===== config.mk =====
export PLATFORM = sky130hd
export DESIGN_NAME = three_motor_start_stop_sequencer_core
export DESIGN_NICKNAME = d
export VERILOG_FILES = /design/src/hw/rtl/tmss_pkg.sv /design/src/hw/rtl/tmss_lane.sv /design/src/hw/rtl/tmss_merge.sv /design/src/hw/rtl/three_motor_start_stop_sequencer_core.sv
export SDC_FILE = /design/constraint.sdc
export NUM_CORES = 1
export LEC_CHECK = 0
export ABC_AREA = 1
export BUFFER_PORTS_ARGS = -buffer_cell sky130_fd_sc_hd__buf_4
export CAP_MARGIN = 25
export CORE_ASPECT_RATIO = 0.6
export CORE_UTILIZATION = 58
export DETAILED_ROUTE_END_ITERATION = 12
export PLACE_DENSITY = 0.93
export REMOVE_ABC_BUFFERS = 1
export SETUP_SLACK_MARGIN = 0.5
export SLEW_MARGIN = 20
export SYNTH_ARGS = -nofsm -noshare
export SYNTH_HDL_FRONTEND = slang
export SYNTH_SLANG_ARGS = --single-unit

===== constraint.sdc =====
create_clock -name clk -period 2.4 [get_ports clk]
set_clock_uncertainty 0.15 [all_clocks]
set_input_delay 0.36 -clock clk [delete_from_list [all_inputs] [get_ports clk]]
set_output_delay 0.36 -clock clk [all_outputs]
set_load 0.01 [all_outputs]

===== src/hw/rtl/tmss_pkg.sv =====
// ----------------------------------------------------------------------------
// tmss_pkg
// Shared types and constants of the three-motor start/stop sequencer.
// ----------------------------------------------------------------------------
package tmss_pkg;

  localparam int NUM_LANES = 3;
  localparam int TOTAL_W   = 14;
  localparam int DAILY_W   = 7;
  localparam int DAILY_A_W = 4;

  localparam logic [TOTAL_W-1:0] TOTAL_LIMIT    = 14'd9999;
  localparam logic [DAILY_W-1:0] DAILY_LIMIT_A  = 7'd11;
  localparam logic [DAILY_W-1:0] DAILY_LIMIT_BC = 7'd99;

  // Step codes shared by the start and the stop sequence.
  localparam logic [1:0] STEP_NONE   = 2'd0;
  localparam logic [1:0] STEP_FIRST  = 2'd1;
  localparam logic [1:0] STEP_SECOND = 2'd2;
  localparam logic [1:0] STEP_DONE   = 2'd3;

  typedef struct packed {
    logic               relay;
    logic               power_switch;
    logic               running;
    logic [TOTAL_W-1:0] total;
    logic [DAILY_W-1:0] daily;
    logic [TOTAL_W-1:0] closures;
  } lane_out_t;

endpackage


===== src/hw/rtl/tmss_lane.sv =====
// ----------------------------------------------------------------------------
// tmss_lane
// One motor channel: demand debounce, closure qualification, start/stop
// sequencing and saturating counters. State advances on each loaded word.
// ----------------------------------------------------------------------------
module tmss_lane
  import tmss_pkg::*;
#(
  parameter logic [DAILY_W-1:0] DAILY_LIMIT = DAILY_LIMIT_BC
) (
  input  logic      clk,
  input  logic      rst,
  input  logic      load,
  input  logic      demand_n,
  input  logic      closure_n,
  input  logic      overtime,
  output lane_out_t result
);

  logic               latched, latched_next;
  logic               low_cnt, low_cnt_next;
  logic               high_cnt, high_cnt_next;
  logic [1:0]         start_step, start_next, start_arm;
  logic [1:0]         stop_step, stop_next, stop_arm;
  logic [1:0]         cl_low, cl_low_next;
  logic [1:0]         cl_high, cl_high_next;
  logic               relay, relay_next;
  logic               power_switch, power_switch_next;
  logic               running, running_next;
  logic [TOTAL_W-1:0] total, total_next;
  logic [DAILY_W-1:0] daily, daily_next;
  logic [TOTAL_W-1:0] closures, closures_next;

  always_comb begin
    latched_next      = latched;
    low_cnt_next      = low_cnt;
    high_cnt_next     = high_cnt;
    start_arm         = start_step;
    stop_arm          = stop_step;
    cl_low_next       = cl_low;
    cl_high_next      = cl_high;
    relay_next        = relay;
    power_switch_next = power_switch;
    running_next      = running;
    total_next        = total;
    daily_next        = daily;
    closures_next     = closures;

    // Demand debounce: every second sample of a level takes effect. The
    // opposite counter is left alone on purpose.
    if (!demand_n) begin
      if (low_cnt) begin
        low_cnt_next = 1'b0;
        latched_next = 1'b1;
        stop_arm     = STEP_FIRST;
      end else begin
        low_cnt_next = 1'b1;
      end
    end else begin
      if (high_cnt) begin
        high_cnt_next = 1'b0;
        latched_next  = 1'b0;
        start_arm     = STEP_FIRST;
      end else begin
        high_cnt_next = 1'b1;
      end
    end

    // Closure qualification: a closure counts once, on the second low sample.
    if (!closure_n) begin
      if (cl_low != 2'd0) begin
        if (cl_low == 2'd1 && closures < TOTAL_LIMIT) begin
          closures_next = closures + 14'd1;
        end
        cl_low_next  = 2'd3;
        cl_high_next = 2'd0;
      end else begin
        cl_low_next = 2'd1;
      end
    end else begin
      if (cl_high != 2'd0) begin
        cl_high_next = 2'd3;
        cl_low_next  = 2'd0;
      end else begin
        cl_high_next = 2'd1;
      end
    end

    start_next = start_arm;
    stop_next  = stop_arm;
    if (!overtime && latched_next) begin
      case (start_arm)
        STEP_FIRST: begin
          relay_next = 1'b1;
          start_next = STEP_SECOND;
        end
        STEP_SECOND: begin
          power_switch_next = 1'b1;
          running_next      = 1'b1;
          start_next        = STEP_DONE;
          if (total < TOTAL_LIMIT) begin
            total_next = total + 14'd1;
          end
          if (daily < DAILY_LIMIT) begin
            daily_next = daily + 7'd1;
          end
        end
        default: begin
        end
      endcase
    end else begin
      case (stop_arm)
        STEP_FIRST: begin
          power_switch_next = 1'b0;
          stop_next         = STEP_SECOND;
        end
        STEP_SECOND: begin
          relay_next   = 1'b0;
          running_next = 1'b0;
          stop_next    = STEP_DONE;
        end
        default: begin
        end
      endcase
    end
  end

  always_ff @(posedge clk) begin
    if (rst) begin
      latched      <= 1'b0;
      low_cnt      <= 1'b0;
      high_cnt     <= 1'b0;
      start_step   <= STEP_FIRST;
      stop_step    <= STEP_NONE;
      cl_low       <= 2'd0;
      cl_high      <= 2'd0;
      relay        <= 1'b0;
      power_switch <= 1'b0;
      running      <= 1'b0;
      total        <= '0;
      daily        <= '0;
      closures     <= '0;
    end else if (load) begin
      latched      <= latched_next;
      low_cnt      <= low_cnt_next;
      high_cnt     <= high_cnt_next;
      start_step   <= start_next;
      stop_step    <= stop_next;
      cl_low       <= cl_low_next;
      cl_high      <= cl_high_next;
      relay        <= relay_next;
      power_switch <= power_switch_next;
      running      <= running_next;
      total        <= total_next;
      daily        <= daily_next;
      closures     <= closures_next;
    end
  end

  // The state registers double as this lane's part of the output word.
  assign result.relay        = relay;
  assign result.power_switch = power_switch;
  assign result.running      = running;
  assign result.total        = total;
  assign result.daily        = daily;
  assign result.closures     = closures;

endmodule


===== src/hw/rtl/tmss_merge.sv =====
// ----------------------------------------------------------------------------
// tmss_merge
// Output stage: gathers the three lanes into one result word and tracks its
// valid flag against the downstream handshake.
// ----------------------------------------------------------------------------
module tmss_merge
  import tmss_pkg::*;
(
  input  logic                 clk,
  input  logic                 rst,
  input  logic                 load,
  input  lane_out_t            lanes [NUM_LANES],
  input  logic                 out_ready,
  output logic                 out_valid,
  output logic                 slot_free,
  output logic [NUM_LANES-1:0] relay_drive,
  output logic [NUM_LANES-1:0] switch_drive,
  output logic [NUM_LANES-1:0] running_flags,
  output logic [TOTAL_W-1:0]   run_total_a,
  output logic [TOTAL_W-1:0]   run_total_b,
  output logic [TOTAL_W-1:0]   run_total_c,
  output logic [DAILY_A_W-1:0] daily_runs_a,
  output logic [DAILY_W-1:0]   daily_runs_b,
  output logic [DAILY_W-1:0]   daily_runs_c,
  output logic [TOTAL_W-1:0]   closures_a,
  output logic [TOTAL_W-1:0]   closures_b,
  output logic [TOTAL_W-1:0]   closures_c
);

  // The lane registers hold the word; a new word may load as the old one leaves.
  assign slot_free = !out_valid || out_ready;

  always_ff @(posedge clk) begin
    if (rst) begin
      out_valid <= 1'b0;
    end else if (load) begin
      out_valid <= 1'b1;
    end else if (out_ready) begin
      out_valid <= 1'b0;
    end
  end

  always_comb begin
    for (int i = 0; i < NUM_LANES; i++) begin
      relay_drive[i]   = lanes[i].relay;
      switch_drive[i]  = lanes[i].power_switch;
      running_flags[i] = lanes[i].running;
    end
  end

  assign run_total_a  = lanes[0].total;
  assign run_total_b  = lanes[1].total;
  assign run_total_c  = lanes[2].total;
  // Channel A saturates at 11, so its count fits the narrower port.
  assign daily_runs_a = lanes[0].daily[DAILY_A_W-1:0];
  assign daily_runs_b = lanes[1].daily;
  assign daily_runs_c = lanes[2].daily;
  assign closures_a   = lanes[0].closures;
  assign closures_b   = lanes[1].closures;
  assign closures_c   = lanes[2].closures;

endmodule


===== src/hw/rtl/three_motor_start_stop_sequencer_core.sv =====
// ----------------------------------------------------------------------------
// three_motor_start_stop_sequencer_core
// Three-channel motor start/stop sequencer, one control tick per word.
// ----------------------------------------------------------------------------
// The result word of a tick is registered and valid in the cycle after it is accepted.
// Throughput: one word per cycle while out_ready does not stall the output; each lane updates on every accepted word.
// A new word is taken while the previous result leaves in the same cycle.
// Reset (synchronous, active high) clears all counters and drives, arms the
// start sequence of every channel and empties the output stage.
module three_motor_start_stop_sequencer_core
  import tmss_pkg::*;
(
  input  logic                 clk,
  input  logic                 rst,
  input  logic                 in_valid,
  output logic                 in_ready,
  input  logic [NUM_LANES-1:0] demand_pins,
  input  logic [NUM_LANES-1:0] closure_pins,
  input  logic [NUM_LANES-1:0] overtime_flags,
  output logic                 out_valid,
  input  logic                 out_ready,
  output logic [NUM_LANES-1:0] relay_drive,
  output logic [NUM_LANES-1:0] switch_drive,
  output logic [NUM_LANES-1:0] running_flags,
  output logic [TOTAL_W-1:0]   run_total_a,
  output logic [TOTAL_W-1:0]   run_total_b,
  output logic [TOTAL_W-1:0]   run_total_c,
  output logic [DAILY_A_W-1:0] daily_runs_a,
  output logic [DAILY_W-1:0]   daily_runs_b,
  output logic [DAILY_W-1:0]   daily_runs_c,
  output logic [TOTAL_W-1:0]   closures_a,
  output logic [TOTAL_W-1:0]   closures_b,
  output logic [TOTAL_W-1:0]   closures_c
);

  logic      accept;
  lane_out_t lanes [NUM_LANES];

  assign accept = in_valid && in_ready;

  for (genvar g = 0; g < NUM_LANES; g++) begin : g_lane
    tmss_lane #(
      .DAILY_LIMIT((g == 0) ? DAILY_LIMIT_A : DAILY_LIMIT_BC)
    ) u_lane (
      .clk      (clk),
      .rst      (rst),
      .load     (accept),
      .demand_n (demand_pins[g]),
      .closure_n(closure_pins[g]),
      .overtime (overtime_flags[g]),
      .result   (lanes[g])
    );
  end

  tmss_merge u_merge (
    .clk          (clk),
    .rst          (rst),
    .load         (accept),
    .lanes        (lanes),
    .out_ready    (out_ready),
    .out_valid    (out_valid),
    .slot_free    (in_ready),
    .relay_drive  (relay_drive),
    .switch_drive (switch_drive),
    .running_flags(running_flags),
    .run_total_a  (run_total_a),
    .run_total_b  (run_total_b),
    .run_total_c  (run_total_c),
    .daily_runs_a (daily_runs_a),
    .daily_runs_b (daily_runs_b),
    .daily_runs_c (daily_runs_c),
    .closures_a   (closures_a),
    .closures_b   (closures_b),
    .closures_c   (closures_c)
  );

  // The result outputs change only when a word is taken in.
  a_hold_without_accept: assert property (@(posedge clk) disable iff (rst)
    !accept |=> $stable(relay_drive) && $stable(switch_drive) && $stable(run_total_a)
               && $stable(closures_b))
    else $error("lane state changed without an accepted word");

  // Every accepted word yields a result word in the next cycle.
  a_result_follows: assert property (@(posedge clk) disable iff (rst)
    accept |=> out_valid)
    else $error("accepted word produced no result");

  // Daily counts saturate below the totals, so a total never trails its daily count.
  a_total_covers_daily: assert property (@(posedge clk) disable iff (rst)
    ({3'd0, daily_runs_a} <= run_total_a[DAILY_W-1:0] || run_total_a >= 14'd128)
    && ({7'd0, daily_runs_b} <= run_total_b) && ({7'd0, daily_runs_c} <= run_total_c))
    else $error("daily start count exceeds total start count");

endmodule


==> summary.txt <==
Worst setup path
  – CP max-delay cell: dfxtp_1
  – FF-to-FF End: g_lane[0].u_lane.total[5]$_SDFFE_PP0P_
  – Data required, critical path: roughly 2.6 ns
  – Reg2reg start: g_lane[0].u_lane.total[0]$_SDFFE_PP0P_
  – Crit-path cells: ha_2 -> nand3_1 -> nand2_1 -> nand3_1 -> nand3_2 -> nand2_1 -> a21oi_1
  – Crit end category: flop
  – WS Path Type: flop to flop
  – WP data arrival: 2.02 ns
  – R2R depth: 7
  – FF-to-FF setup slack: a little under 0.6 ns
  – Max Fanout on Critical Path: 13
  – Max stage delay on crit path: approximately 0.42 ns
  – Startpoint class of the critical path: flop

Global routing
  – First-pass GRT wire length: between 30 and 40 mm
  – Initial antenna violation count: 0
  – Total grt overflow: 0
  – Largest net degree at the start of global routing: just under 70
  – Tot GR Track Use: around 29%
  – Vias in the first global route: 7647

Logic synthesis
  – Top cells by instance count after synthesis: nand2_1, dfxtp_1, nor2_1, a21oi_1, nand3_1
  – Count leader, synth: nand2_1
  – Seq cells post-synth: 148
  – Top_reg_cell synth: dfxtp_1
  – Top area cells in the synthesized netlist: dfxtp_1, nand2_1, a21oi_1
  – Yosys top cell area share: between 30% and 40%
  – Netlist cell types: 37
  – Synth Instances: ~1300
  – Post-synthesis cell area: approximately 0.008 mm2
  – Number of flops mapped to enable cells by yosys: 0
  – Share of flip-flops with an asynchronous set or reset: 0%
  – Synth warn: 0
  – Synthesized area per cell: approximately 6.5 um2
  – Area leader, netlist: dfxtp_1
  – Post-synthesis sequential area ratio: 36.1%

Hold path
  – Hold Path Stages: 3
  – Tightest Hold Check Type: primary input to flop
  – Min-delay src: demand_pins[0]
  – Hold Path End: g_lane[0].u_lane.high_cnt$_SDFFE_PP0P_

Pwr
  – Sequential Power Share: 45.4%
  – Leak: 4.11 nW
  – Comb power frac: 6.2%
  – Peak supply drop: approximately 0.56 mV
  – Final Power: 0.00556 W
  – PwrDens: approximately 550 mW/mm2
  – Clock power frac: approximately half
  – P_sw: around 0.0013 W
  – Switching portion of total power: roughly a quarter
  – Int Pwr: ~0.0042 W

Final layout
  – # diodes: 0
  – Net count, final: approximately 1400
  – Area growth, synth to finish: 22.4%
  – Layout cells sized above 1: 17.5%
  – Cell area after layout: ~0.01 mm2
  – Filler cell count: between 1000 and 1500
  – Final core occ: about three quarters

Drt
  – DR vias/cell: 5.48
  – Drt drc: 0
  – Detailed-route via count: about 8700
  – WL per Instance: 13.5 um
  – 1st-pass router iterations: 5
  – Starting DRT DRC Count: 744
  – Final wirelength: approximately 21 mm
  – ANT nets after route: 0

Clock network
  – CTS Buf Count: 17
  – CTS tree: yes
  – Clock Latency Late Sink: roughly 0.42 ns
  – Clk pin slew, worst setup/hold paths: ~0.07 ns
  – H-Tree Depth: 4
  – Clock Sinks: approximately 150
  – Root buffer cell: clkbuf_16
  – CTS Buffer Depth: 2

Floorplan
  – DIE AREA: roughly 0.015 mm2
  – Row Count: 33
  – Initial Util: roughly three fifths
  – Die H: 94.1 um
  – # IOs: between 100 and 150
  – Die Width: ~160 um
  – Core outline area: approximately 0.014 mm2

Placed design
  – Place WS: roughly 0.33 ns
  – Port buffer count: ~130
  – Post-placement cell area: 0.00926 mm2
  – Hpwl dp: ~15 mm
  – RePlAce Congestion: 0.907

Timing
  – Setup ws final: 0.578 ns
  – Sum of negative setup slack: 0 ns
  – Worst slew pin tran: about 0.48 ns
  – Final Cycle Share: roughly three quarters
  – Fmax: ~0.55 GHz
  – Clock period minus worst slack: about 1.8 ns
  – Setup-failing EPs final: 0
  – RSZ-0062 raised after global routing: true
  – Pins Over Slew Limit: 0
  – Final Hold Viols: 0
  – Worst rel slew slack: between 60% and 70%

Run status
  – Status: finished, final reports clean

Flow run
  – Max-cap violations: 0
[registers in the layout (all words and copies together) (netlist names)]
register,flops
g_lane.u_lane.cl_high,6
g_lane.u_lane.cl_low,6
g_lane.u_lane.closures,42
g_lane.u_lane.daily,21
g_lane.u_lane.high_cnt,3
g_lane.u_lane.latched,3
g_lane.u_lane.low_cnt,3
g_lane.u_lane.power_switch,3
g_lane.u_lane.relay,3
g_lane.u_lane.running,3
g_lane.u_lane.start_step,6
g_lane.u_lane.stop_step,6
g_lane.u_lane.total,42
u_merge.out_valid,1
[metal layers]
layer  track usage, %  wire length (um)  part of all wire (%)
met5                0                 0                     0
met4             8.33               288                   1.4
met3             5.49              1670                   7.8
met2             47.0              9510                    45
met1             40.3              9860                    46
[cells by family after synthesis]
| kind of cell | count (synthesis) | synth area share (%) |
|---|---|---|
| simple gates | 691 | 36.0 |
| compound gates | 182 | 11.6 |
| buf+inv | 171 | 8.95 |
| flops | 148 | 36.1 |
| xor+xnor | 55 | 5.87 |
| fa+ha+maj | 9 | 1.37 |
[placed cells by master (no fill, tap or decap), drive strengths merged, types with 3 or more instances in the layout]
master    count
nand4        12
clkinvlp      3
dfxtp       148
nor2        155
buf         150
nor3         13
xor2         28
nand3       134
clkbuf       20
clkinv        7
inv         122
nand2       363
nand3b        8
or2           5
o21ai        37
ha            9
xnor2        27
a21oi       135
[cell type report]
type	count	area, um2	share of cell area [%]
multi-input combinational	938	4620	46.0
sequential	148	2970	29.6
timing repair buffer	150	1150	11.5
clock buffer	20	467	4.65
inverter	122	458	4.56
tap	192	240	2.39
clock inverter	12	129	1.28
[repair_timing]
item                                    4_1_cts  5_1_grt
setup buffers                                 0        6
cloned                                        0        1
pin swaps                                     0        3
hold buffers                                  0        0
resized for setup                             5       22
endpoints found under the setup margin       51       96
[critical path, delay by kind of cell (launching register included)]
family | cells | cell delay [ns]
DFF | 1 | 0.42
AOI/OAI and AO/OA | 1 | 0.16
adders and majority gates | 1 | 0.28
and+or+nand+nor | 5 | 0.73
[power groups by stage]
stage | combinational, W | clock (W) | sequential [W]
after floorplan | 0.000183 | 0 | 0.00257
after global placement | 0.000309 | 0 | 0.00258
after detailed placement | 0.000319 | 0 | 0.00258
after CTS | 0.000324 | 0.00272 | 0.00252
after global routing | 0.000380 | 0.00283 | 0.00253
final | 0.000342 | 0.00269 | 0.00253
[worst max path at each step]
| stage | startpoint | endpoint | slack, ns | cells past startpoint |
|---|---|---|---|---|
| after global routing | g_lane[0].u_lane.total[1]$_SDFFE_PP0P_ | g_lane[0].u_lane.total[2]$_SDFFE_PP0P_ | 0.47 | 7 |
| final | g_lane[0].u_lane.total[0]$_SDFFE_PP0P_ | g_lane[0].u_lane.total[5]$_SDFFE_PP0P_ | 0.58 | 7 |
| after global placement | out_ready | g_lane[1].u_lane.closures[13]$_SDFFE_PP0P_ | 0.36 | 9 |
| after floorplan | out_ready | g_lane[0].u_lane.closures[8]$_SDFFE_PP0P_ | 0.34 | 9 |
| after detailed placement | out_ready | g_lane[2].u_lane.closures[2]$_SDFFE_PP0P_ | 0.33 | 10 |
| after CTS | u_merge.out_valid$_SDFFE_PP0P_ | g_lane[1].u_lane.closures[3]$_SDFFE_PP0P_ | 0.49 | 7 |
[per-stage QoR]
step,hold WS [ns],std cells
2_1_floorplan,0.259,1207
3_3_place_gp,0.271,1543
3_5_place_dp,0.271,1543
4_1_cts,0.0591,1575
5_1_grt,0.0765,1582
6_report,0.0725,1582
(Power assumes the default switching activity.)
